File: config.mk
export PLATFORM = sky130hd
export DESIGN_NAME = drive_enable_interlock_fsm
export DESIGN_NICKNAME = d
export VERILOG_FILES = /design/src/hdl/dei_pkg.sv /design/src/hdl/drive_enable_interlock_fsm.sv /design/src/hdl/dei_step.sv
export SDC_FILE = /design/constraint.sdc
export NUM_CORES = 1
export LEC_CHECK = 0
export ABC_AREA = 1
export BUFFER_PORTS_ARGS = -buffer_cell sky130_fd_sc_hd__buf_2
export CAP_MARGIN = 20
export CORE_MARGIN = 4
export CORE_UTILIZATION = 40
export CTS_CLUSTER_DIAMETER = 100
export CTS_CLUSTER_SIZE = 30
export DETAILED_ROUTE_END_ITERATION = 10
export HOLD_SLACK_MARGIN = 0.15
export PLACE_DENSITY = 0.6
export SKIP_CTS_REPAIR_TIMING = 1
export SKIP_LAST_GASP = 1
export SYNTH_ARGS = -nofsm -noshare
export SYNTH_HDL_FRONTEND = slang
export SYNTH_SLANG_ARGS = --single-unit
File: constraint.sdc
create_clock -name aclk -period 3.6 [get_ports aclk]
set_clock_uncertainty 0.2 [all_clocks]
set_input_delay 0.72 -clock aclk [delete_from_list [all_inputs] [get_ports aclk]]
set_output_delay 0.72 -clock aclk [all_outputs]
set_load 0.05 [all_outputs]
File: src/hdl/dei_pkg.sv
// Shared types and constants for the drive enable interlock.
`default_nettype none
package dei_pkg;

    localparam int IdW     = 29;
    localparam int TicksW  = 16;
    localparam int LenW    = 4;
    localparam int ByteW   = 8;
    localparam int CfgIdxW = 2;
    localparam int CfgW    = 29;
    localparam int InDataW  = 48;
    localparam int OutDataW = 8;

    localparam logic [ByteW-1:0] BatteryOkCode = 8'h01;
    localparam logic [TicksW-1:0] BuzzerTicksReset = 16'd200;

    typedef enum logic [CfgIdxW-1:0] {
        REG_BATTERY_ID   = 2'd0,
        REG_BUZZER_TICKS = 2'd1
    } cfg_reg_t;

    typedef enum logic [2:0] {
        ST_OFF      = 3'd0,
        ST_LV_ON    = 3'd1,
        ST_HV_READY = 3'd3,
        ST_READY    = 3'd4,
        ST_DRIVE    = 3'd5,
        ST_FAULT    = 3'd6
    } veh_state_t;

    typedef struct packed {
        veh_state_t        state;
        veh_state_t        reported;
        logic              enable;
        logic              buzzer;
        logic [TicksW-1:0] remaining;
    } ilk_state_t;

    typedef struct packed {
        logic brake;
        logic button;
        logic loop_ok;
    } tick_t;

    typedef struct packed {
        veh_state_t state;
        logic       enable;
        logic       buzzer;
        logic       report_valid;
        logic       report_brake;
        logic       report_battery_ok;
    } result_t;

endpackage
`default_nettype wire

File: src/hdl/drive_enable_interlock_fsm.sv
// A tick's result is registered and appears on m_tdata in the cycle after it is accepted.
// Throughput: one item per cycle when not stalled; a frame gives no result, only updates battery OK.
// s_tready stays high while the single output register is empty or being taken.
// Reset (aresetn low, synchronous): state LV on, nothing reported yet,
// battery OK, enable and buzzer cleared; battery id 0, buzzer duration 200 ticks.
`default_nettype none
module drive_enable_interlock_fsm
    import dei_pkg::*;
(
    input  wire logic                aclk,
    input  wire logic                aresetn,

    input  wire logic                s_tvalid,
    output logic                     s_tready,
    // [0] brake_pressed, [1] start_button, [2] shutdown_closed, [31:3] frame_id,
    // [35:32] frame_length, [43:36] frame_first_byte, [47:44] zero
    input  wire logic [InDataW-1:0]  s_tdata,
    // [0] req_type
    input  wire logic                s_tuser,

    output logic                     m_tvalid,
    input  wire logic                m_tready,
    // [2:0] vehicle_state, [3] drive_enable, [4] buzzer_on, [5] report_valid,
    // [6] report_brake, [7] report_battery_ok
    output logic [OutDataW-1:0]      m_tdata,

    input  wire logic                cfg_valid,
    output logic                     cfg_ready,
    input  wire logic [CfgIdxW-1:0]  cfg_index,
    input  wire logic [CfgW-1:0]     cfg_data
);

    ilk_state_t          st_reg, st_next;
    logic                battery_ok_reg;
    logic [IdW-1:0]      battery_id_reg;
    logic [TicksW-1:0]   buzzer_ticks_reg;
    logic                m_tvalid_reg;
    logic [OutDataW-1:0] m_tdata_reg;

    tick_t               tick;
    result_t             res;
    logic                in_accept;
    logic                is_frame;
    logic                frame_match;

    assign s_tready  = !m_tvalid_reg || m_tready;
    assign cfg_ready = 1'b1;
    assign in_accept = s_tvalid && s_tready;
    assign is_frame  = s_tuser;

    assign tick.brake   = s_tdata[0];
    assign tick.button  = s_tdata[1];
    assign tick.loop_ok = s_tdata[2];

    assign frame_match = (s_tdata[31:3] == battery_id_reg) && (s_tdata[35:32] != '0);

    dei_step u_step (
        .cur          (st_reg),
        .tick         (tick),
        .battery_ok   (battery_ok_reg),
        .buzzer_ticks (buzzer_ticks_reg),
        .nxt          (st_next),
        .res          (res)
    );

    always_ff @(posedge aclk) begin
        if (!aresetn) begin
            st_reg.state     <= ST_LV_ON;
            st_reg.reported  <= ST_OFF;
            st_reg.enable    <= 1'b0;
            st_reg.buzzer    <= 1'b0;
            st_reg.remaining <= '0;
            battery_ok_reg   <= 1'b0;
            battery_id_reg   <= '0;
            buzzer_ticks_reg <= BuzzerTicksReset;
            m_tvalid_reg     <= 1'b0;
        end else begin
            if (cfg_valid && cfg_ready) begin
                case (cfg_reg_t'(cfg_index))
                    REG_BATTERY_ID:   battery_id_reg   <= cfg_data[IdW-1:0];
                    REG_BUZZER_TICKS: buzzer_ticks_reg <= cfg_data[TicksW-1:0];
                    default: ;
                endcase
            end

            if (in_accept && !is_frame) begin
                m_tvalid_reg <= 1'b1;
            end else if (m_tready) begin
                m_tvalid_reg <= 1'b0;
            end

            if (in_accept) begin
                if (is_frame) begin
                    if (frame_match) battery_ok_reg <= (s_tdata[43:36] == BatteryOkCode);
                end else begin
                    st_reg <= st_next;
                end
            end
        end

        // payload, no reset
        if (in_accept && !is_frame) begin
            m_tdata_reg <= {res.report_battery_ok, res.report_brake, res.report_valid,
                            res.buzzer, res.enable, res.state};
        end
    end

    assign m_tvalid = m_tvalid_reg;
    assign m_tdata  = m_tdata_reg;

`ifndef ASSERT_OFF
    a_enable_only_in_drive: assert property (@(posedge aclk) disable iff (!aresetn)
        st_reg.enable |-> st_reg.state == ST_DRIVE)
        else $error("enable set outside drive state");

    a_fault_latched: assert property (@(posedge aclk) disable iff (!aresetn)
        st_reg.state == ST_FAULT |=> st_reg.state == ST_FAULT)
        else $error("fault state left without reset");

    a_reported_tracks: assert property (@(posedge aclk) disable iff (!aresetn)
        st_reg.reported == ST_OFF || st_reg.reported == st_reg.state)
        else $error("reported state diverged from current state");

    a_tick_gives_result: assert property (@(posedge aclk) disable iff (!aresetn)
        in_accept && !is_frame |=> m_tvalid_reg)
        else $error("accepted tick produced no result");

    a_buzzer_timer: assert property (@(posedge aclk) disable iff (!aresetn)
        st_reg.remaining != '0 |-> st_reg.buzzer)
        else $error("buzzer off while timer running");
`endif

endmodule
`default_nettype wire

File: src/hdl/dei_step.sv
// Next-state logic for one tick: state transitions, enable, buzzer timer, report.
`default_nettype none
module dei_step
    import dei_pkg::*;
(
    input  ilk_state_t        cur,
    input  tick_t             tick,
    input  logic              battery_ok,
    input  logic [TicksW-1:0] buzzer_ticks,
    output ilk_state_t        nxt,
    output result_t           res
);

    veh_state_t        target;
    logic              started;
    logic              enable_v;
    logic              buzzer_v;
    logic [TicksW-1:0] remain_v;
    logic              report;

    always_comb begin
        target = cur.state;
        case (cur.state)
            ST_LV_ON: begin
                if (tick.loop_ok) target = ST_HV_READY;
            end
            ST_HV_READY: begin
                if (!tick.loop_ok) target = ST_LV_ON;
                else if (tick.brake && tick.button && battery_ok) target = ST_READY;
            end
            ST_READY: begin
                target = ST_DRIVE;
            end
            ST_DRIVE: begin
                if (!tick.loop_ok || !battery_ok) target = ST_FAULT;
            end
            default: begin
                target = cur.state;
            end
        endcase

        enable_v = cur.enable;
        buzzer_v = cur.buzzer;
        remain_v = cur.remaining;
        started  = 1'b0;
        if (cur.state == ST_FAULT) enable_v = 1'b0;

        if (target != cur.state) begin
            if (target == ST_READY) begin
                // buzzer (re)starts; zero duration gives no pulse
                remain_v = buzzer_ticks;
                buzzer_v = (buzzer_ticks != '0);
                started  = 1'b1;
            end else if (target == ST_DRIVE) begin
                enable_v = 1'b1;
            end else begin
                enable_v = 1'b0;
            end
        end

        if (!started && remain_v != '0) begin
            remain_v = remain_v - 1'b1;
            if (remain_v == '0) buzzer_v = 1'b0;
        end

        report = (target != cur.reported);

        nxt.state     = target;
        nxt.reported  = target;
        nxt.enable    = enable_v;
        nxt.buzzer    = buzzer_v;
        nxt.remaining = remain_v;

        res.state             = target;
        res.enable            = enable_v;
        res.buzzer            = buzzer_v;
        res.report_valid      = report;
        res.report_brake      = report & tick.brake;
        res.report_battery_ok = report & battery_ok;
    end

endmodule
`default_nettype wire
Word-level counts from Yosys, hierarchy flattened
Index checks and enable logic that the tools add are counted.
Widths: inputs -> output; s select.
- input port bits: 85
- output and inout port bits: 11
- logic and storage cells: 69
- bits in registers: 79
- multiplexer cells: 20
- bitwise operators: 3
- eq/ne operators: 12
- add/subtract/negate cells: 1
- reductions and logical operators: 23
- operators with widths (kind ; count):
    $mux 16 ; 3
    $reduce_bool 16->1 ; 2
    $eq 29x29->1 ; 1
    $logic_not 16->1 ; 1
    $sub 16x1->16 const B ; 1
    $eq 3x3->1 const B ; 5
    $mux 1 ; 12
    $mux 3 ; 4
    $pmux 3 s4 ; 1
    $eq 8x1->1 const B ; 1
    $logic_and 1x1->1 ; 6
    $ne 3x3->1 ; 2
    $reduce_and 2->1 ; 3
    $logic_not 1->1 ; 5
    $reduce_bool 4->1 ; 1
    $eq 3x1->1 const B ; 1
    $eq 3x2->1 const B ; 1
    $reduce_and 3->1 ; 1
    $and 1x1->1 ; 2
    $eq 2x1->1 const B ; 1
    $logic_not 2->1 ; 1
    $logic_or 1x1->1 ; 2
    $reduce_bool 2->1 ; 1
    $not 1->1 ; 1

Logic depth before layout (Yosys ltp)
Gate-level depths: netlist (run 1).
- word-level depth: 12
- mapped depth: 21
- gate-level depth less buffers: 20

Hierarchy
Synthesis (run 1) repeated with hierarchy kept, for this count alone.
- cell total of the unflattened synthesis: 730
- area, all modules: 4715.8 sq um
- modules (own cells, without submodules) (module ; instances ; cells an instance ; area an instance (sq um) ; seq. area each (sq um)):
    drive_enable_interlock_fsm ; 1 ; 467 ; 3393.3 ; 1661.6
    dei_step ; 1 ; 263 ; 1322.5 ; 0.0

Worst setup path before layout (run 1)
No wires, ideal clock.
- path type: input -> register
- start point: input s_tdata[1]
- end point: register m_tdata_reg[4], in the netlist m_tdata[4], data pin
- setup time: 251 ps
- arrival time: 2350 ps
- buffers on the path: 1
- stages: 19
- path slack: 799 ps
- cells stage by stage: nand2_1 -> nor2_4 -> buf_4 -> nand3_1 -> nand2_1 -> ha_1 -> nand3_1 -> nor2_2 -> nand2_1 -> nand2_1 -> nand2_1 -> inv_1 -> nand2_1 -> nor2_1 -> nand3_1 -> nor2_1 -> nand2_1 -> nand2_1 -> inv_1
- RTL lines (item ; RTL line ; source):
    start, declared ; drive_enable_interlock_fsm.sv:17 ; input wire logic [InDataW-1:0] s_tdata,
    end signal, assigned ; drive_enable_interlock_fsm.sv:103 ; m_tdata_reg <= {res.report_battery_ok, res.report_brake, res.report_valid,
    end, declared ; drive_enable_interlock_fsm.sv:38 ; logic [OutDataW-1:0] m_tdata_reg;

==> results of run 1 <==
## logic make-up after synthesis
kind of cell    count (synthesis)  synth area share, %
compound gates                130                 17.1
xor+xnor                       16                 3.32
fa+ha+maj                       1                0.296
buf+inv                       101                 10.0
flops                          77                 38.4
other cells                     1               0.0888
simple gates                  303                 30.8
## layout make-up
class / instances / area (sq um)
Fill cell: 1076 / 5330
Multi-Input combinational cell: 451 / 2180
Sequential cell: 77 / 1620
Timing Repair Buffer: 102 / 553
Inverter: 75 / 284
Tap cell: 136 / 170
Clock buffer: 12 / 156
Clock inverter: 4 / 31.3
## tightest hold or removal path: cells and delay by family, from the launching register on
kind	cells	cell delay [ps]
simple gates	1	60
compound gates	1	50
flops	1	320
## metrics by stage
stage	instances	setup slack [ps]	total power [mW]	util [%]	hold slack, ps
3_5_place_dp	841	217	2.81	46.6	260
5_1_grt	857	306	3.74	48.4	299
4_1_cts	857	584	3.45	48.4	274
6_report	857	525	3.43	48.4	269
3_3_place_gp	841	286	2.80	46.6	253
2_1_floorplan	629	799	2.42	-	244
## Yosys cell counts, types with 2 or more instances
cell / instances / area share (%)
xnor2_1: 5 / 1.0
nor4_1: 9 / 1.3
nor3_1: 4 / 0.47
o22ai_1: 6 / 0.89
nor2_2: 4 / 0.59
edfxtp_1: 8 / 5.7
buf_4: 7 / 1.2
inv_2: 5 / 0.44
nand2_2: 6 / 0.89
o21ai_1: 14 / 1.7
nand3_1: 40 / 4.7
a21oi_1: 37 / 4.4
nand4_1: 7 / 1.0
dfxtp_1: 69 / 33
o211ai_1: 6 / 1.1
clkinv_1: 2 / 0.18
nand2_1: 136 / 12
xor2_1: 11 / 2.3
a22o_1: 2 / 0.41
inv_1: 67 / 6.0
o21ai_0: 52 / 6.2
a211oi_1: 4 / 0.71
buf_6: 2 / 0.53
nor2_1: 90 / 8.0
nor2_4: 3 / 0.80
clkbuf_1: 15 / 1.3
## cell usage in the layout, fill, tap and decap left out, types with 5 or more instances in the layout
cell type / count
nor2_1: 90
dfxtp_1: 69
o211ai_1: 6
edfxtp_1: 8
nand2_2: 6
nand2_1: 136
buf_4: 11
buf_2: 90
inv_2: 5
inv_1: 67
o22ai_1: 6
xnor2_1: 5
nor4_1: 9
xor2_1: 11
clkbuf_8: 9
nand3_1: 40
o21ai_1: 14
a21oi_1: 37
o21ai_0: 52
nand4_1: 7
## final timing paths
check	end	slack (ps)	depth (start not counted)
min	st_reg[15]$_SDFFE_PN0P_	270	2
max	m_tdata[4]$_DFFE_PP_	530	17
max reg2reg	m_tdata[4]$_DFFE_PP_	570	16
min reg2reg	st_reg[15]$_SDFFE_PN0P_	270	2
## layer usage
metal	part of all wire, %	up-vias	GRT usage [%]
met2	47	93	32.3
met1	47	1930	24.5
met4	1.2	0	4.76
met5	0	-	0
met3	5.0	12	3.33
li1	-	2232	-
## power by group
part           switching [mW]  internal [mW]  total [mW]
logic                    1.14          0.623        1.77
registers              0.0610          0.971        1.03
clock network           0.340          0.295       0.635
total                    1.55           1.89        3.43
==> summary.txt, run 1 <==
Critical path
  • Cells along the critical path: buf_2 -> inv_1 -> nor2_4 -> nand2_4 -> nand2_1 -> nand2_1 -> ha_1 -> nand3_1 -> nand2_1 -> nor3_1 -> nand3_1 -> nor2_1 -> nand3_1 -> nor2_1 -> nand2_1 -> nand2_1 -> inv_1
  • Worst Setup Path Type: input pin to register
  • CP max FO: 21
  • Setup crit start kind: input pin
  • Critical Path Source: s_tdata[0]
  • Worst path slowest cell: nor2_4
  • Largest incremental delay on the critical path: 280 ps
  • Worst endpoint data arrival time: 2990 ps
  • R2r startpoint: battery_ok_reg$_SDFFE_PN0P_
  • Crit. End Element: register
  • Number of buffers and inverters on the critical path: 3
  • Largest delay share family, worst path: simple AND/OR/NAND/NOR gates
  • Most numerous cell on the critical path: nand2_1
  • Data required time of the critical path: 3510 ps

Timing
  • Worst-case headroom to the max-slew limit: 53.9%
  • Setup Total Neg Slack: 0 ps
  • Worst Tran Pin Value: ~690 ps
  • Final setup viols: 0
  • Clock period minus worst slack: a little over 3000 ps
  • Final Hold Viols: 0
  • Timing-limited maximum frequency: 0.325 GHz
  • Final Cycle Share: ~85%
  • Final max-slew violation count: 0
  • Unrepaired setup endpoints after global routing: no

Floorplan
  • Area of the die: 0.0123 sq mm
  • Horiz. Die Dim: 111 um
  • Y dimension of the die: 111 um
  • Number of top-level pins: 96
  • Total number of placement rows: 37
  • Placeable core area: slightly above 0.01 sq mm
  • Initial standard-cell utilization of the core: between 40% and 50%

Cells and area
  • Antenna cell count: 0
  • Relative area change from synthesis to final layout: 18.2%
  • Max reg flops: 29
  • Net count reported at finish: 802
  • Fraction of layout cells with a size suffix above 1: 19.3%
  • Area of all placed cells without fillers: 0.00500 sq mm

Detailed routing
  • Via count of the routed design: 4267
  • Remaining number of nets flagged by the antenna check after routing: 0
  • 1st-pass router iterations: 5
  • DRC violation total after the first TritonRoute iteration: 268
  • Total wire length: 11.6 mm
  • Via density: about 5
  • Final routed wire length divided by cell count: 13.5 um
  • Final routed DRC violation total: 0

CTS
  • TritonCTS clock tree: yes
  • Total number of H-tree levels: 3
  • Reg clk slew, reported paths: 90 ps
  • Clock root buffer: clkbuf_8
  • Number of buffers inserted during clock tree synthesis: 9
  • Clock insertion delay at the later pin of the skew report: 350 ps
  • Number of buffers on the longest clock path: 2
  • Number of sinks on the clock net: 77

Logic synthesis
  • Number of enable flip-flop cells after synthesis: 8
  • Cell count after synthesis: 629
  • Number of storage elements in the synthesis netlist: 77
  • Cell variety after synth: between 40 and 50
  • Number of warning messages in the yosys log: 0
  • Synthesized area divided by synthesized cell count: 6.72 sq um
  • Share of async-settable or async-resettable flops after synthesis: 0%
  • Net Count, Synth: approximately 720
  • Fraction of the yosys area taken by sequential cells: between 30% and 40%
  • Netlist area before placement: 0.00423 sq mm
  • Prevailing post-synth register cell: dfxtp_1

GRT
  • Largest net degree at the start of global routing: 51
  • Antenna violations before repair: 0
  • First-pass GRT wire length: a little under 20 mm
  • Leftover overflow at the end of global routing: 0
  • Total global-route track usage: 18.8%
  • Number of global-route vias before repair: 4091

Power
  • Power per Cell Area: around 700 mW/mm^2
  • Highest ir drop seen on vdd: 0.984 mV
  • Cell leakage power: 2.41 nW

Place
  • Final RePlAce weighted congestion: 0.883
  • Dpl hpwl: 8.86 mm
  • Count of buffers from port buffering: 90
  • Placement-stage cell area: 0.00481 sq mm

Min path
  • Class of the tightest hold or removal check: register to register
  • Min-Delay Startpoint: st_reg[15]$_SDFFE_PN0P_

Run
  • Number of max-cap violations: 0

Status
  • Run status: finished, final reports clean
Note: power is estimated with default switching activity, not from simulation.
==> run 2, diff against run 1 <==
--- a/config.mk
+++ b/config.mk
@@ -14,9 +14,10 @@
 export CTS_CLUSTER_SIZE = 30
 export DETAILED_ROUTE_END_ITERATION = 10
 export HOLD_SLACK_MARGIN = 0.15
-export PLACE_DENSITY = 0.6
+export PLACE_DENSITY = 0.59
 export SKIP_CTS_REPAIR_TIMING = 1
 export SKIP_LAST_GASP = 1
 export SYNTH_ARGS = -nofsm -noshare
 export SYNTH_HDL_FRONTEND = slang
+export SYNTH_HIERARCHICAL = 1
 export SYNTH_SLANG_ARGS = --single-unit
==> summary.txt, run 2 <==
Detailed routing
  • Remaining number of nets flagged by the antenna check after routing: 0 (unchanged)
  • 1st-pass router iterations: 5 (unchanged)
  • Total wire length: 11.4 mm (-2.0%)
  • Final routed DRC violation total: 0 (unchanged)
  • Via count of the routed design: 4520 (+5.9%)
  • DRC violation total after the first TritonRoute iteration: 126 (-53%)
  • Final routed wire length divided by cell count: 12.0 um (-11%)
  • Via density: 4.77 (-4.1%)

Logic synthesis
  • Netlist area before placement: 0.00472 sq mm (+12%)
  • Main combinational cell family by area after synthesis: simple AND/OR/NAND/NOR gates
  • Cell variety after synth: 40 (-9.1%)
  • Number of enable flip-flop cells after synthesis: 8 (unchanged)
  • Number of storage elements in the synthesis netlist: 79 (+2.6%)
  • Fraction of the yosys area taken by sequential cells: 35.2% (-3.1 points)
  • Net Count, Synth: 816 (+14%)
  • Cell count after synthesis: 730 (+16%)
  • Share of async-settable or async-resettable flops after synthesis: 0% (unchanged)
  • Number of warning messages in the yosys log: 6 (+6)
  • Dominant cell by count in the synthesized netlist: nand2_1
  • Share of the synthesized netlist area taken by xor and xnor gates: 2.04% (-1.3 points)
  • Yosys top cell area share: 30.1% (-2.6 points)
  • Synthesized area divided by synthesized cell count: 6.46 sq um (-3.8%)
  • Synth Area in Adders: 0.265% (-0.031 points)
  • Prevailing post-synth register cell: dfxtp_1
  • Synthesized-area fraction occupied by ao, oa, aoi and oai cells: 12.9% (-4.1 points)
  • Cell type with the largest total area after synthesis: dfxtp_1
  • Multiplexer share of the synthesized area: 0.212% (+0.21 points)
  • Most used standard cells in the synthesized netlist: nand2_1 (180), nor2_1 (120), inv_1 (104), dfxtp_1 (71), o21ai_0 (56)
  • Synthesized-area fraction occupied by and/or/nand/nor cells: 34.4% (+3.6 points)
  • Leading post-synthesis cells by cell area: dfxtp_1 (30%), nand2_1 (14%), nor2_1 (9.6%)

Floorplan
  • Initial standard-cell utilization of the core: 41.1% (+0.20 points)
  • Y dimension of the die: 117 um (+5.2%)
  • Area of the die: 0.0136 sq mm (+11%)
  • Horiz. Die Dim: 117 um (+5.2%)
  • Total number of placement rows: 39 (+5.4%)
  • Number of top-level pins: 96 (unchanged)
  • Placeable core area: 0.0115 sq mm (+11%)

Cells and area
  • Most common cell after layout, fill and taps aside: nand2_1
  • Number of fillers in the final layout: 1174 (+9.1%)
  • Fraction of layout cells with a size suffix above 1: 16.9% (-2.4 points)
  • Most frequent cells in the layout: nand2_1 (180), nor2_1 (120), inv_1 (104)
  • Net count reported at finish: 885 (+10%)
  • Relative area change from synthesis to final layout: 13.8%
  • Max reg flops: 29 (unchanged)
  • Antenna cell count: 0 (unchanged)

Critical path
  • Data required time of the critical path: 3630 ps (+120 ps)
  • Worst Setup Path Type: input pin to register
  • Setup crit start kind: input pin
  • Worst endpoint data arrival time: 2870 ps (-120 ps)
  • Crit. End Element: register
  • CP max FO: 28 (+33%)

Place
  • Dpl hpwl: 8.57 mm (-3.3%)
  • Count of buffers from port buffering: 90 (unchanged)
  • Final RePlAce weighted congestion: 0.857 (-3.0%)

Power
  • Sw frac: 30.0% (-15 points)
  • Reported net switching power: 687 uW (-56%)
  • Cell leakage power: 2.76 nW (+15%)
  • Highest ir drop seen on vdd: 0.224 mV (-77%)
  • Part of the power in combinational logic: 20.7% (-31 points)
  • Power per Cell Area: 426 mW/mm^2 (-38%)
  • Sequential power share: 42.7% (+13 points)
  • Internal power: 1.60 mW (-15%)
  • Clk pwr share: 36.6% (+18 points)

CTS
  • Number of buffers inserted during clock tree synthesis: 9 (unchanged)
  • Clock insertion delay at the later pin of the skew report: 340 ps (about the same)
  • TritonCTS clock tree: yes
  • Reg clk slew, reported paths: 60 ps (-30 ps)
  • Clock root buffer: clkbuf_16
  • Number of buffers on the longest clock path: 2 (unchanged)
  • Total number of H-tree levels: 3 (unchanged)
  • Number of sinks on the clock net: 79 (+2.6%)

Timing
  • Timing-limited maximum frequency: 0.353 GHz (+8.4%)
  • Final Cycle Share: 78.8% (-6.7 points)
  • Unrepaired setup endpoints after global routing: no
  • Worst-case headroom to the max-slew limit: 44.9% (-9.0 points)
  • Worst Tran Pin Value: 826 ps (+138 ps)
  • Final setup viols: 0 (unchanged)
  • Final Hold Viols: 0 (unchanged)
  • Final max-slew violation count: 0 (unchanged)
  • Setup Total Neg Slack: 0 ps (unchanged)
  • Final worst hold slack: 265 ps (-4.47 ps)
  • Clock period minus worst slack: 2840 ps (-239 ps)

GRT
  • Number of global-route vias before repair: 4321 (+5.6%)
  • Leftover overflow at the end of global routing: 0 (unchanged)
  • First-pass GRT wire length: 19.2 mm (-0.33%)
  • Largest net degree at the start of global routing: 53 (+3.9%)
  • Antenna violations before repair: 0 (unchanged)
  • Total global-route track usage: 17.7% (-1.2 points)

Run
  • Number of max-cap violations: 0 (unchanged)

Status
  • Run status: finished, final reports clean

Min path
  • Class of the tightest hold or removal check: register to register
run 2: cells by family after synthesis:
kind of cell,Yosys count
multiplexers,1
adder cells (fa/ha/maj),1
other,1
AO/OA/AOI/OAI,118
flip-flops,79
buffers and inverters,147
AND/OR/NAND/NOR,372
XOR/XNOR,11
run 2: power groups by stage:
| stage | logic [mW] | clock network (mW) | registers (mW) |
|---|---|---|---|
| after floorplan | 0.360 | 0 | 1.01 |
| after global placement | 0.467 | 0 | 0.992 |
| after detailed placement | 0.475 | 0 | 0.995 |
| after CTS | 0.477 | 0.858 | 0.976 |
| after global routing | 0.548 | 0.892 | 0.983 |
| final | 0.474 | 0.837 | 0.976 |
run 2: path summary, 6_finish.rpt:
path | start | end | slack, ps | cells after the start
worst max-delay path | s_tdata[2] | st_reg[16]$_SDFFE_PN0P_ | 760 | 20
worst min-delay path | battery_id_reg[26]$_SDFFE_PN0P_ | battery_id_reg[26]$_SDFFE_PN0P_ | 260 | 2
worst max register to register | battery_ok_reg$_SDFFE_PN0P_ | st_reg[16]$_SDFFE_PN0P_ | 830 | 19
worst min register to register | battery_id_reg[26]$_SDFFE_PN0P_ | battery_id_reg[26]$_SDFFE_PN0P_ | 260 | 2
run 2: per-layer routing:
metal	global-route usage (%)	share of wire [%]
met1	22.4	47
met5	0	0
met4	6.57	1.7
met3	4.04	5.5
met2	29.4	46
run 2: through the flow:
step	setup WS, ps	util, %	total power [mW]	cells	cell area, sq um
finish	764	46.8	2.29	947	5370
global route	414	46.8	2.42	947	5370
CTS	746	46.8	2.31	947	5370
detailed placement	387	44.5	1.47	931	5100
global placement	446	44.5	1.46	931	5100
floorplan	627	-	1.37	730	4720
run 2: critical path: stages:
cell and delay, ps:
buf_2 110, inv_1 130, nor2_8 60, nand2_4 240, nand2_1 90, nand2_1 130, ha_1 270, nand3_4 120
nor2_4 130, nand2_2 100, nor2_2 110, nand2_1 60, nand2_1 50, nand2_1 60, nor2_1 100, nand2_1 50
nor2_1 110, nor2_1 60, nor2_1 100, nor2_1 50
run 2: layout make-up:
type,count,area (sq um),share of cell area (%)
clock inverters,4,22.5,0.419
inverters,110,415,7.74
multi-input cells,504,2360,43.9
flip-flops and latches,79,1660,30.9
clock buffers,12,246,4.59
well taps,143,179,3.33
repair buffers,95,488,9.09
==> run 3, diff against run 2 <==
--- a/config.mk
+++ b/config.mk
@@ -14,7 +14,7 @@
 export CTS_CLUSTER_SIZE = 30
 export DETAILED_ROUTE_END_ITERATION = 10
 export HOLD_SLACK_MARGIN = 0.15
-export PLACE_DENSITY = 0.59
+export PLACE_DENSITY = 0.62
 export SKIP_CTS_REPAIR_TIMING = 1
 export SKIP_LAST_GASP = 1
 export SYNTH_ARGS = -nofsm -noshare
==> constraint.sdc (replaced) <==
create_clock -name aclk -period 2.45 [get_ports aclk]
set_clock_uncertainty 0.2 [all_clocks]
set_input_delay 0.49 -clock aclk [delete_from_list [all_inputs] [get_ports aclk]]
set_output_delay 0.49 -clock aclk [all_outputs]
set_load 0.05 [all_outputs]
==> summary.txt, run 3 (synthesized netlist as in run 2, its figures left out) <==
Place
  • Count of buffers from port buffering: 90 (unchanged)
  • Final RePlAce weighted congestion: 0.849 (-0.91%)
  • Placed insts: 987 (+6.0%)
  • Placement-stage cell area: 0.00555 sq mm (+8.9%)
  • Dpl hpwl: 9.36 mm (+9.3%)
  • DP Worst Slack: -322 ps (-709 ps)

Timing
  • Final max-slew violation count: 0 (unchanged)
  • Worst Tran Pin Value: 801 ps (-24.6 ps)
  • Timing-limited maximum frequency: 0.396 GHz
  • Setup Total Neg Slack: -344 ps (-344 ps)
  • Setup slack of the critical path after layout: -77.1 ps (-842 ps)
  • Clock period minus worst slack: 2530 ps
  • Unrepaired setup endpoints after global routing: yes
  • Final Hold Viols: 0 (unchanged)
  • Worst-case headroom to the max-slew limit: 46.5% (+1.6 points)
  • Final Cycle Share: 103%
  • Final setup viols: 9 (+9)

CTS
  • Clock root buffer: clkbuf_16
  • Number of buffers inserted during clock tree synthesis: 9 (unchanged)
  • Number of buffers on the longest clock path: 2 (unchanged)
  • Clock insertion delay at the later pin of the skew report: 340 ps (about the same)
  • Total number of H-tree levels: 3 (unchanged)
  • Number of sinks on the clock net: 79 (unchanged)
  • TritonCTS clock tree: yes
  • Reg clk slew, reported paths: 60 ps (about the same)

Power
  • Power consumption: 3.86 mW (+69%)
  • Cell leakage power: 3.15 nW (+14%)
  • Power per Cell Area: 622 mW/mm^2 (+46%)
  • Highest ir drop seen on vdd: 0.381 mV (+70%)

Critical path
  • Setup crit start kind: register
  • Flop2flop setup slack: -80 ps (-910 ps)
  • Worst endpoint data arrival time: 2560 ps (-310 ps)
  • Worst Setup Path Type: register to register
  • Destination of the critical timing path: st_reg[7]$_SDFFE_PN0P_
  • R2r startpoint: st_reg[21]$_SDFFE_PN1P_
  • Critical Path Source: st_reg[21]$_SDFFE_PN1P_
  • Crit. End Element: register
  • Number of cells on the worst reg-to-reg path: 16 (-3)
  • Capture point of the worst reg-to-reg path: st_reg[7]$_SDFFE_PN0P_
  • Data required time of the critical path: 2490 ps (-1140 ps)
  • CP max FO: 8 (-71%)

Cells and area
  • Number of fillers in the final layout: 1130 (-3.7%)
  • Most common cell after layout, fill and taps aside: nand2_1
  • Antenna cell count: 0 (unchanged)
  • Most frequent cells in the layout: nand2_1 (159), nor2_1 (112), inv_1 (100)
  • Area of all placed cells without fillers: 0.00621 sq mm (+16%)
  • Net count reported at finish: 956 (+8.0%)
  • Max reg flops: 29 (unchanged)
  • Relative area change from synthesis to final layout: 31.7%
  • Fraction of layout cells with a size suffix above 1: 29.0% (+12 points)
  • Filler-free cell count of the finished design: 1018 (+7.5%)

Status
  • Run status: finished, violations left
  • Failing checks: setup timing

Floorplan
  • Placeable core area: 0.0115 sq mm (unchanged)
  • Number of top-level pins: 96 (unchanged)
  • Y dimension of the die: 117 um (unchanged)
  • Initial standard-cell utilization of the core: 41.1% (unchanged)
  • Total number of placement rows: 39 (unchanged)
  • Area of the die: 0.0136 sq mm (unchanged)
  • Horiz. Die Dim: 117 um (unchanged)

Detailed routing
  • Via density: 4.82 (+1.0%)
  • DRC violation total after the first TritonRoute iteration: 193 (+53%)
  • 1st-pass router iterations: 5 (unchanged)
  • Final routed DRC violation total: 0 (unchanged)
  • Total wire length: 13.1 mm (+15%)
  • Via count of the routed design: 4908 (+8.6%)
  • Final routed wire length divided by cell count: 12.9 um (+7.4%)
  • Remaining number of nets flagged by the antenna check after routing: 0 (unchanged)

Min path
  • Class of the tightest hold or removal check: input pin to register

GRT
  • Largest net degree at the start of global routing: 72 (+36%)
  • Total global-route track usage: 18.9% (+1.2 points)
  • Leftover overflow at the end of global routing: 0 (unchanged)
  • Antenna violations before repair: 0 (unchanged)
  • Number of global-route vias before repair: 4556 (+5.4%)
  • First-pass GRT wire length: 20.5 mm (+6.8%)

Run
  • Number of max-cap violations: 0 (unchanged)
-- run 3: per-layer routing --
metal / vias to the layer above / share of wire [%] / track usage (%)
met2: 124 / 48 / 31.4
met5: - / 0 / 0
li1: 2547 / - / -
met4: 0 / 2.4 / 7.11
met1: 2213 / 44 / 24.4
met3: 24 / 5.0 / 3.58
-- run 3: metrics by stage --
step                      hold slack [ps]  utilization (%)
final                                 177             54.2
after global routing                  200             54.2
after CTS                             170             51.3
after detailed placement              261             48.4
after global placement                251             48.4
after floorplan                       238                -
-- run 3: worst min path at each step --
stage	cells past startpoint	startpoint	slack, ps	endpoint
CTS	3	cfg_data[7]	170	buzzer_ticks_reg[7]$_SDFFE_PN1P_
global placement	2	battery_id_reg[26]$_SDFFE_PN0P_	250	battery_id_reg[26]$_SDFFE_PN0P_
global route	3	cfg_data[7]	200	buzzer_ticks_reg[7]$_SDFFE_PN1P_
finish	3	cfg_data[7]	180	buzzer_ticks_reg[7]$_SDFFE_PN1P_
floorplan	2	battery_id_reg[26]$_SDFFE_PN0P_	240	battery_id_reg[26]$_SDFFE_PN0P_
detailed placement	2	battery_id_reg[27]$_SDFFE_PN0P_	260	battery_id_reg[27]$_SDFFE_PN0P_
-- run 3: area by class of cell --
type	instances	area [sq um]	share of cell area [%]
multi-input cells	507	2580	41.5
repair buffers	163	1040	16.8
well taps	143	179	2.88
clock inverters	7	100	1.61
inverters	110	419	6.75
flip-flops and latches	79	1670	26.8
clock buffers	9	225	3.63
-- run 3: critical path: stages, from the launching register on --
cell and delay (ps):
dfxtp_1 380, nand2_4 110, nor2_8 220, nand2_8 110, buf_4 160, o21ai_4 130
nand2_1 90, nor2_2 120, nand2_1 80, nor2_2 140, nand2_1 80, nand2_2 80
inv_1 140, nand2_1 120, o21ai_0 90, nor2_1 110, nor2_1 50
-- run 3: power by group --
part	internal, mW	switching, mW
clock network	0.904	0.590
registers	1.39	0.0473
logic	0.399	0.534
total	2.69	1.17
